$ cat src/rtl/cvh_pkg.sv
// shared constants, controller state type and control/status bundles for the convex hull block
`timescale 1ns / 1ps
package cvh_pkg;

    localparam int MAX_POINTS = 64;
    localparam int PT_AW      = $clog2(MAX_POINTS);
    localparam int CNT_W      = PT_AW + 1;
    localparam int STK_DEPTH  = 2 * MAX_POINTS;
    localparam int STK_AW     = $clog2(STK_DEPTH);
    localparam int TOP_W      = STK_AW + 1;
    localparam int CRD_W      = 16;
    localparam int PT_W       = 2 * CRD_W;
    localparam int DIFF_W     = CRD_W + 1;
    localparam int PROD_W     = 2 * DIFF_W;

    typedef enum logic [4:0] {
        ST_IDLE,
        ST_START,
        ST_SORT_LD,
        ST_SORT_LDW,
        ST_SORT_CHK,
        ST_SORT_CMP,
        ST_SORT_PUT,
        ST_HULL_INIT,
        ST_HULL_RD,
        ST_HULL_RDW,
        ST_HULL_CHK,
        ST_HULL_MUL,
        ST_HULL_CMP,
        ST_HULL_POPW,
        ST_HULL_PUSH,
        ST_EMIT_INIT,
        ST_EMIT_RD,
        ST_EMIT_OUT,
        ST_ONE_RD,
        ST_ONE_OUT
    } t_state;

    // commands from controller to datapath
    typedef struct packed {
        logic load;
        logic sort_init;
        logic sort_ld;
        logic sort_ldw;
        logic sort_rd_prev;
        logic sort_shift;
        logic sort_put;
        logic hull_init;
        logic hull_rd;
        logic hull_capture;
        logic hull_mul;
        logic hull_pop;
        logic hull_popw;
        logic hull_push;
        logic emit_init;
        logic emit_rd;
        logic emit_out;
        logic one_rd;
        logic one_out;
    } t_cmd;

    // status from datapath to controller
    typedef struct packed {
        logic n_is_one;
        logic j_zero;
        logic before_hit;
        logic sort_more;
        logic may_pop;
        logic turn_le;
        logic hull_done;
        logic emit_last;
    } t_sts;

endpackage

$ cat src/rtl/cvh_ctrl.sv
// sequencer for load, insertion sort, chain build and vertex output
`timescale 1ns / 1ps
module cvh_ctrl
    import cvh_pkg::*;
(
    input  logic   i_clk,
    input  logic   i_rst_n,
    input  logic   start,
    input  logic   i_final_point,
    input  t_sts   i_sts,
    output t_cmd   o_cmd,
    output logic   busy
);

    t_state r_state;
    t_state n_state;

    // state register
    always_ff @(posedge i_clk) begin
        if (!i_rst_n) begin
            r_state <= ST_IDLE;
        end else begin
            r_state <= n_state;
        end
    end

    // next state
    always_comb begin
        n_state = r_state;
        case (r_state)
            ST_IDLE: begin
                if (start && i_final_point) n_state = ST_START;
            end
            ST_START:     n_state = i_sts.n_is_one ? ST_ONE_RD : ST_SORT_LD;
            ST_SORT_LD:   n_state = ST_SORT_LDW;
            ST_SORT_LDW:  n_state = ST_SORT_CHK;
            ST_SORT_CHK:  n_state = i_sts.j_zero ? ST_SORT_PUT : ST_SORT_CMP;
            ST_SORT_CMP:  n_state = i_sts.before_hit ? ST_SORT_CHK : ST_SORT_PUT;
            ST_SORT_PUT:  n_state = i_sts.sort_more ? ST_SORT_LD : ST_HULL_INIT;
            ST_HULL_INIT: n_state = ST_HULL_RD;
            ST_HULL_RD:   n_state = ST_HULL_RDW;
            ST_HULL_RDW:  n_state = ST_HULL_CHK;
            ST_HULL_CHK:  n_state = i_sts.may_pop ? ST_HULL_MUL : ST_HULL_PUSH;
            ST_HULL_MUL:  n_state = ST_HULL_CMP;
            ST_HULL_CMP:  n_state = i_sts.turn_le ? ST_HULL_POPW : ST_HULL_PUSH;
            ST_HULL_POPW: n_state = ST_HULL_CHK;
            ST_HULL_PUSH: n_state = i_sts.hull_done ? ST_EMIT_INIT : ST_HULL_RD;
            ST_EMIT_INIT: n_state = ST_EMIT_RD;
            ST_EMIT_RD:   n_state = ST_EMIT_OUT;
            ST_EMIT_OUT:  n_state = i_sts.emit_last ? ST_IDLE : ST_EMIT_RD;
            ST_ONE_RD:    n_state = ST_ONE_OUT;
            ST_ONE_OUT:   n_state = ST_IDLE;
            default:      n_state = ST_IDLE;
        endcase
    end

    // command decode
    always_comb begin
        o_cmd              = '0;
        busy               = (r_state != ST_IDLE);
        o_cmd.load         = (r_state == ST_IDLE) && start;
        o_cmd.sort_init    = (r_state == ST_START);
        o_cmd.sort_ld      = (r_state == ST_SORT_LD);
        o_cmd.sort_ldw     = (r_state == ST_SORT_LDW);
        o_cmd.sort_rd_prev = (r_state == ST_SORT_CHK) && !i_sts.j_zero;
        o_cmd.sort_shift   = (r_state == ST_SORT_CMP) && i_sts.before_hit;
        o_cmd.sort_put     = (r_state == ST_SORT_PUT);
        o_cmd.hull_init    = (r_state == ST_HULL_INIT);
        o_cmd.hull_rd      = (r_state == ST_HULL_RD);
        o_cmd.hull_capture = (r_state == ST_HULL_RDW);
        o_cmd.hull_mul     = (r_state == ST_HULL_MUL);
        o_cmd.hull_pop     = (r_state == ST_HULL_CMP) && i_sts.turn_le;
        o_cmd.hull_popw    = (r_state == ST_HULL_POPW);
        o_cmd.hull_push    = (r_state == ST_HULL_PUSH);
        o_cmd.emit_init    = (r_state == ST_EMIT_INIT);
        o_cmd.emit_rd      = (r_state == ST_EMIT_RD);
        o_cmd.emit_out     = (r_state == ST_EMIT_OUT);
        o_cmd.one_rd       = (r_state == ST_ONE_RD);
        o_cmd.one_out      = (r_state == ST_ONE_OUT);
    end

endmodule

$ cat config.mk
export PLATFORM = sky130hd
export DESIGN_NAME = cvh_ctrl
export DESIGN_NICKNAME = d
export VERILOG_FILES = /design/src/rtl/cvh_pkg.sv /design/src/rtl/cvh_ctrl.sv
export SDC_FILE = /design/constraint.sdc
export NUM_CORES = 1
export LEC_CHECK = 0
export BUFFER_PORTS_ARGS = -buffer_cell sky130_fd_sc_hd__buf_2
export CELL_PAD_IN_SITES_DETAIL_PLACEMENT = 0
export CELL_PAD_IN_SITES_GLOBAL_PLACEMENT = 1
export CORE_UTILIZATION = 30
export CTS_CLUSTER_DIAMETER = 50
export CTS_CLUSTER_SIZE = 24
export DETAILED_ROUTE_END_ITERATION = 10
export GPL_TIMING_DRIVEN = 1
export HOLD_SLACK_MARGIN = 0.1
export PLACE_DENSITY_LB_ADDON = 0.1
export SYNTH_ARGS = -nofsm -noshare
export SYNTH_HDL_FRONTEND = slang
export SYNTH_SLANG_ARGS = --single-unit
$ cat constraint.sdc
create_clock -name i_clk -period 2.9 [get_ports i_clk]
set_clock_uncertainty 0.15 [all_clocks]
set_input_delay 0.87 -clock i_clk [delete_from_list [all_inputs] [get_ports i_clk]]
set_output_delay 0.87 -clock i_clk [all_outputs]
set_load 0.01 [all_outputs]
==> results of run 1 <==
[worst paths after layout]
kind	start	end	cells past startpoint
worst max-delay path	r_state[4]	o_cmd[13]	3
worst min-delay path	r_state[1]	r_state[1]	2
worst max register to register	r_state[3]	r_state[2]	3
worst min register to register	r_state[1]	r_state[1]	2
[routing by layer]
metal / global-route usage [%] / vias to the layer above
met4: 7.27 / 0
met1: 24.0 / 299
met5: 0 / -
met3: 4.00 / 4
met2: 25.8 / 23
li1: - / 346
[worst max-delay path: cells and delay by family (launching register included)]
family / cells / cell delay, ns
flops: 1 / 0.45
simple gates: 2 / 0.68
buf+inv: 1 / 0.15
[per-stage QoR]
stage	worst slack, ns	utilization, %	instances	power [mW]
global placement	0.580	41.3	132	0.355
detailed placement	0.565	41.3	132	0.353
global route	0.191	42.8	136	0.481
finish	0.343	42.8	136	0.436
CTS	0.337	42.8	136	0.439
floorplan	0.684	-	81	0.281
[layout make-up]
class / count / area [sq um] / area share [%]
tap: 25 / 31.3 / 4.23
clock buffer: 4 / 26.3 / 3.55
sequential: 5 / 100 / 13.5
multi-input combinational: 65 / 393 / 53.1
timing repair buffer: 34 / 178 / 24.0
inverter: 3 / 11.3 / 1.52
[cells by family after synthesis]
family / share of synthesized area [%]
and+or+nand+nor: 48.9
AOI/OAI and AO/OA: 20.6
buffers and inverters: 10.9
DFF: 18.1
xor gates and xnor gates: 1.58
[placed cells by master, fill, tap and decap left out, types with 2 or more instances in the layout]
cell / count
nor2_1: 11
buf_2: 31
o21ai_1: 2
nor3_1: 7
dfxtp_1: 5
buf_4: 3
or3b_1: 2
o21ai_0: 2
nand3b_1: 2
a21oi_1: 4
a21boi_0: 2
clkbuf_4: 3
a31oi_1: 2
nand3_1: 2
nand2b_1: 2
nand2_1: 6
nor3b_1: 2
[where the power goes]
part           internal [mW]  leakage, nW  switching (mW)
registers             0.0837       0.0409          0.0449
clock network         0.0522       0.0150          0.0317
logic                  0.102        0.275           0.121
==> metrics.md, run 1 <==
| Metric | Value |
|---|---|
| Worst Path Arrival | 1.54 ns |
| Async S/R FF share, synth | 0% |
| Netlist cell types | 40 |
| Reg2Reg Setup Slack | 1.19 ns |
| Clock root buffer | clkbuf_4 |
| Setup TNS | 0 ns |
| Outcome | completed |
| Detail Route Antenna Nets | 0 |
| Clock transition at path regs | 0.05 ns |
| Die Wd | 44.9 um |
| Top Metal Used | met4 |
| Largest register FFs | 5 |
| Core Rows | 15 |
| Core Area | 1730 sq um |
| Fmax | 391 MHz |
| Port bufs | 31 |
| Fin crit share | 88.2% |
| WL/cell | 11.2 um |
| # Post-CTS Setup Buffers | 0 |
| Crit path cell chain | or3b_1 -> nor3_1 -> buf_2 |
| Synth warnings | 0 |
| VDD IR-drop max | 267 uV |
| Mapped Nets | 93 |
| Final worst hold slack | 0.514 ns |
| Largest register by flop count | r_state |
| Critical Path RT | 1.88 ns |
| Final HPWL DP | 1160 um |
| IO Pins | 32 |
| Final setup fails | 0 |
| Lkg Pwr | 0.331 nW |
| Clock Latency Late Sink | 0.25 ns |
| Pin count of the biggest net entering global routing | 18 |
| Num CTS Buffers | 3 |
| CTS Hold Bufs | 0 |
| Hold WC Path Type | flip-flop to flip-flop |
| Initial drt markers | 8 |
| Total gr overflow | 0 |
| DRC | 0 |
| H-tree depth | 1 |
| Post-cts gate resize count | 0 |
| # diodes | 0 |
| Syn avg cell area | 6.83 sq um |
| Top FF cell, synth | dfxtp_1 |
| Crit path launch type | flip-flop |
| Vias in the first global route | 595 |
| Die Area | 2020 sq um |
| Worst Tran Pin Value | 0.590 ns |
| Metal2 WL | 661 um |
| WS Path Type | flip-flop to output pin |
| Power Density | 589 nW/um^2 |
| Post-synthesis sequential area ratio | 18.1% |
| M1 wire length | 754 um |
| Worst path slowest cell | or3b_1 |
| Final Instance Area | 739 sq um |
| TritonRoute pass-1 iters | 4 |
| CTS tree | done |
| Most frequent cell after synthesis | nor2_1 |
| Yosys reg bits | 5 |
| Syn Inst Count | 81 |
| Area after DPL | 713 sq um |
| Met3 routed WL | 84 um |
| Largest cells by area after synthesis | dfxtp_1, nor2_1, nor3_1 |
| RSZ-0062 raised after global routing | false |
| Via count | 672 |
| Final wirelength | 1520 um |
| Synth area leader | dfxtp_1 |
| CP Capture Type | output pin |
| Max Buffers Root-to-Sink | 2 |
| Die height | 44.9 um |
| Vias per std cell | 4.94 |
| Top cells by count, synth | nor2_1, nor3_1, nand2_1, dfxtp_1, a21oi_1 |
| First-pass GRT wire length | 2570 um |
| Final Critical Period | 2.56 ns |
| Initial Util | 32.0% |
| Max_slew headroom | 60.6% |
| GRT Resource Usage Total | 17.4% |
| NumNets Final | 124 |
| Top flop regs | r_state: 5 flops |
| Antenna violations before repair | 0 |
| Placer Congestion | 0.694 |
| CP max FO | 15 |
| Yosys top cell area share | 18.1% |
| Area Overhead vs Synth | 33.7% |
| Post-Syn Area | 553 sq um |
| CP max stage delay | 0.50 ns |
| CTS Sinks | 5 |
| Max-cap violations | 0 |
| Number of flops mapped to enable cells by yosys | 0 |
| Final Hold Fails | 0 |
| Layout cells sized above 1 | 38.7% |
| Filler cells | 201 |
| Max Transition Viols Final | 0 |
Power figures use the tool's default switching activity.
==> inputs of run 2 (changes only) <==
- CORE_UTILIZATION: 30 -> 28
==> run 2 against run 1 <==
Setup slack lost 0.068 ns. Non-clock buffer count shrank 1. Hold slack gained 0.074 ns. Sequential share of layout area grew 0.14 points. Sequential power grew 4%.
==> metrics.md, run 2 (synthesis results as in run 1) <==
| Metric | Value |
|---|---|
| WL/cell | 10.9 um (-2.0%) |
| Die height | 46.4 um (+3.3%) |
| NumNets Final | 123 (-0.81%) |
| H-tree depth | 1 (unchanged) |
| Max-cap violations | 0 (unchanged) |
| CP max stage delay | 0.63 ns (+0.13 ns) |
| Power share of the clock group | 18.7% (-0.6 points) |
| Lkg Pwr | 0.326 nW (-1.6%) |
| Num CTS Buffers | 3 (unchanged) |
| Final wirelength | 1480 um (-2.8%) |
| DRC | 0 (unchanged) |
| Crit path launch type | flip-flop |
| Total gr overflow | 0 (unchanged) |
| Die Wd | 46.4 um (+3.3%) |
| CP Capture Type | output pin |
| Final Critical Period | 2.62 ns (+0.0681 ns) |
| Clock transition at path regs | 0.04 ns (about the same) |
| CTS Sinks | 5 (unchanged) |
| Post-cts gate resize count | 0 (unchanged) |
| Power Density | 578 nW/um^2 (-1.9%) |
| Max Buffers Root-to-Sink | 2 (unchanged) |
| Hold WC Path Type | flip-flop to flip-flop |
| TritonRoute pass-1 iters | 4 (unchanged) |
| Setup TNS | 0 ns (unchanged) |
| Layout cells sized above 1 | 38.2% (-0.56 points) |
| # Post-CTS Setup Buffers | 0 (unchanged) |
| Dpl ws | 0.507 ns (-0.0584 ns) |
| Clock root buffer | clkbuf_4 |
| Final Hold Fails | 0 (unchanged) |
| Combinational group share of total power | 49.6% (-1.6 points) |
| Core Area | 1780 sq um (+3.3%) |
| Fmax | 381 MHz (-2.6%) |
| Fin crit share | 90.5% (+2.3 points) |
| Initial Util | 31.0% (-1.0 points) |
| Flop pwr share | 31.7% (+2.2 points) |
| Final worst hold slack | 0.587 ns (+0.0735 ns) |
| Top flop regs | r_state: 5 flops |
| CP bufs+invs | 1 (unchanged) |
| GRT Resource Usage Total | 14.8% (-2.6 points) |
| CTS Hold Bufs | 0 (unchanged) |
| Final setup fails | 0 (unchanged) |
| Crit-path leading delay family | flip-flops |
| Finished Layout Cells | 135 (-0.74%) |
| Pin count of the biggest net entering global routing | 18 (unchanged) |
| Final Power | 0.423 mW (-2.9%) |
| Switching power | 0.190 mW (-3.6%) |
| Port bufs | 31 (unchanged) |
| Initial drt markers | 4 (-4) |
| # diodes | 0 (unchanged) |
| Sw frac | 45.0% (-0.35 points) |
| Cell count after placement | 131 (-0.76%) |
| Crit path cell chain | nand2_1 -> or2_1 -> nor3_1 -> buf_2 |
| Largest register FFs | 5 (unchanged) |
| Core Rows | 15 (unchanged) |
| Vias per std cell | 4.88 (-1.2%) |
| Commonest non-fill, non-tap cell in the layout | buf_2 |
| Vias in the first global route | 533 (-10%) |
| Detail Route Antenna Nets | 0 (unchanged) |
| Area Overhead vs Synth | 32.4% |
| Clock Latency Late Sink | 0.24 ns (about the same) |
| First-pass GRT wire length | 2300 um (-10%) |
| Final HPWL DP | 1140 um (-2.0%) |
| Max_slew headroom | 59.7% (-0.88 points) |
| WS Path Type | flip-flop to output pin |
| Worst Tran Pin Value | 0.603 ns (+0.0131 ns) |
| IO Pins | 32 (unchanged) |
| Largest register by flop count | r_state |
| CP max FO | 17 (+2) |
| Critical Path RT | 1.88 ns (about the same) |
| VDD IR-drop max | 297 uV (+11%) |
| Max Transition Viols Final | 0 (unchanged) |
| Most frequent cells in the layout | buf_2, nor2_1, nor3_1, nand2_1, dfxtp_1 |
| Worst path slowest cell | dfxtp_1 |
| Antenna violations before repair | 0 (unchanged) |
| Placer Congestion | 0.732 (+5.5%) |
| Via count | 659 (-1.9%) |
| Die Area | 2160 sq um (+6.8%) |
| Total internal power | 0.233 mW (-2.2%) |
| Final critical-path setup slack | 0.275 ns (-0.0681 ns) |
| CTS tree | done |
| RSZ-0062 raised after global routing | false |
| Outcome | completed |
| Worst Path Arrival | 1.60 ns (+0.06 ns) |
run 2: cell types whose count changed in the layout (fill, tap and decap cells not counted):
cell / delta
buf_4: -1
run 2: cell type report:
type / count / area (sq um)
inverters: 3 / 11.3
multi-input cells: 65 / 393
repair buffers: 33 / 170
clock buffers: 4 / 26.3
flip-flops and latches: 5 / 100
fillers: 200 / 1050
well taps: 25 / 31.3
run 2: final timing paths:
path	startpoint	endpoint	slack, ns	cells after the start
min	r_state[1]	r_state[1]	0.59	2
max	r_state[1]	o_cmd[15]	0.28	4
min reg2reg	r_state[1]	r_state[1]	0.59	2
max reg2reg	r_state[3]	r_state[2]	1.23	3
run 2: power by group through the flow:
stage / sequential, mW / combinational, mW / clock, mW
after floorplan: 0.0932 / 0.188 / 0
after global placement: 0.136 / 0.213 / 0
after detailed placement: 0.136 / 0.210 / 0
after CTS: 0.134 / 0.212 / 0.0826
after global routing: 0.142 / 0.234 / 0.0893
final: 0.134 / 0.210 / 0.0792
run 2: worst reg2reg max path: stages, from the launching register on:
cell      delay [ns]
dfxtp_1         0.70
a21oi_1         0.12
or3b_1          0.36
a311oi_1        0.25
run 2: metal layers:
layer	part of all wire (%)	track usage [%]	routed length, um	up-vias
met5	0	0	0	-
met4	0	0	0	0
met1	51	20.7	754	290
met3	6.6	5.88	98	0
met2	42	22.5	624	24
li1	-	-	-	345
run 2: metrics by stage:
step / util [%] / area [sq um]
after floorplan: - / 553
after global placement: 39.6 / 706
after detailed placement: 39.6 / 706
after CTS: 41.1 / 732
after global routing: 41.1 / 732
final: 41.1 / 732
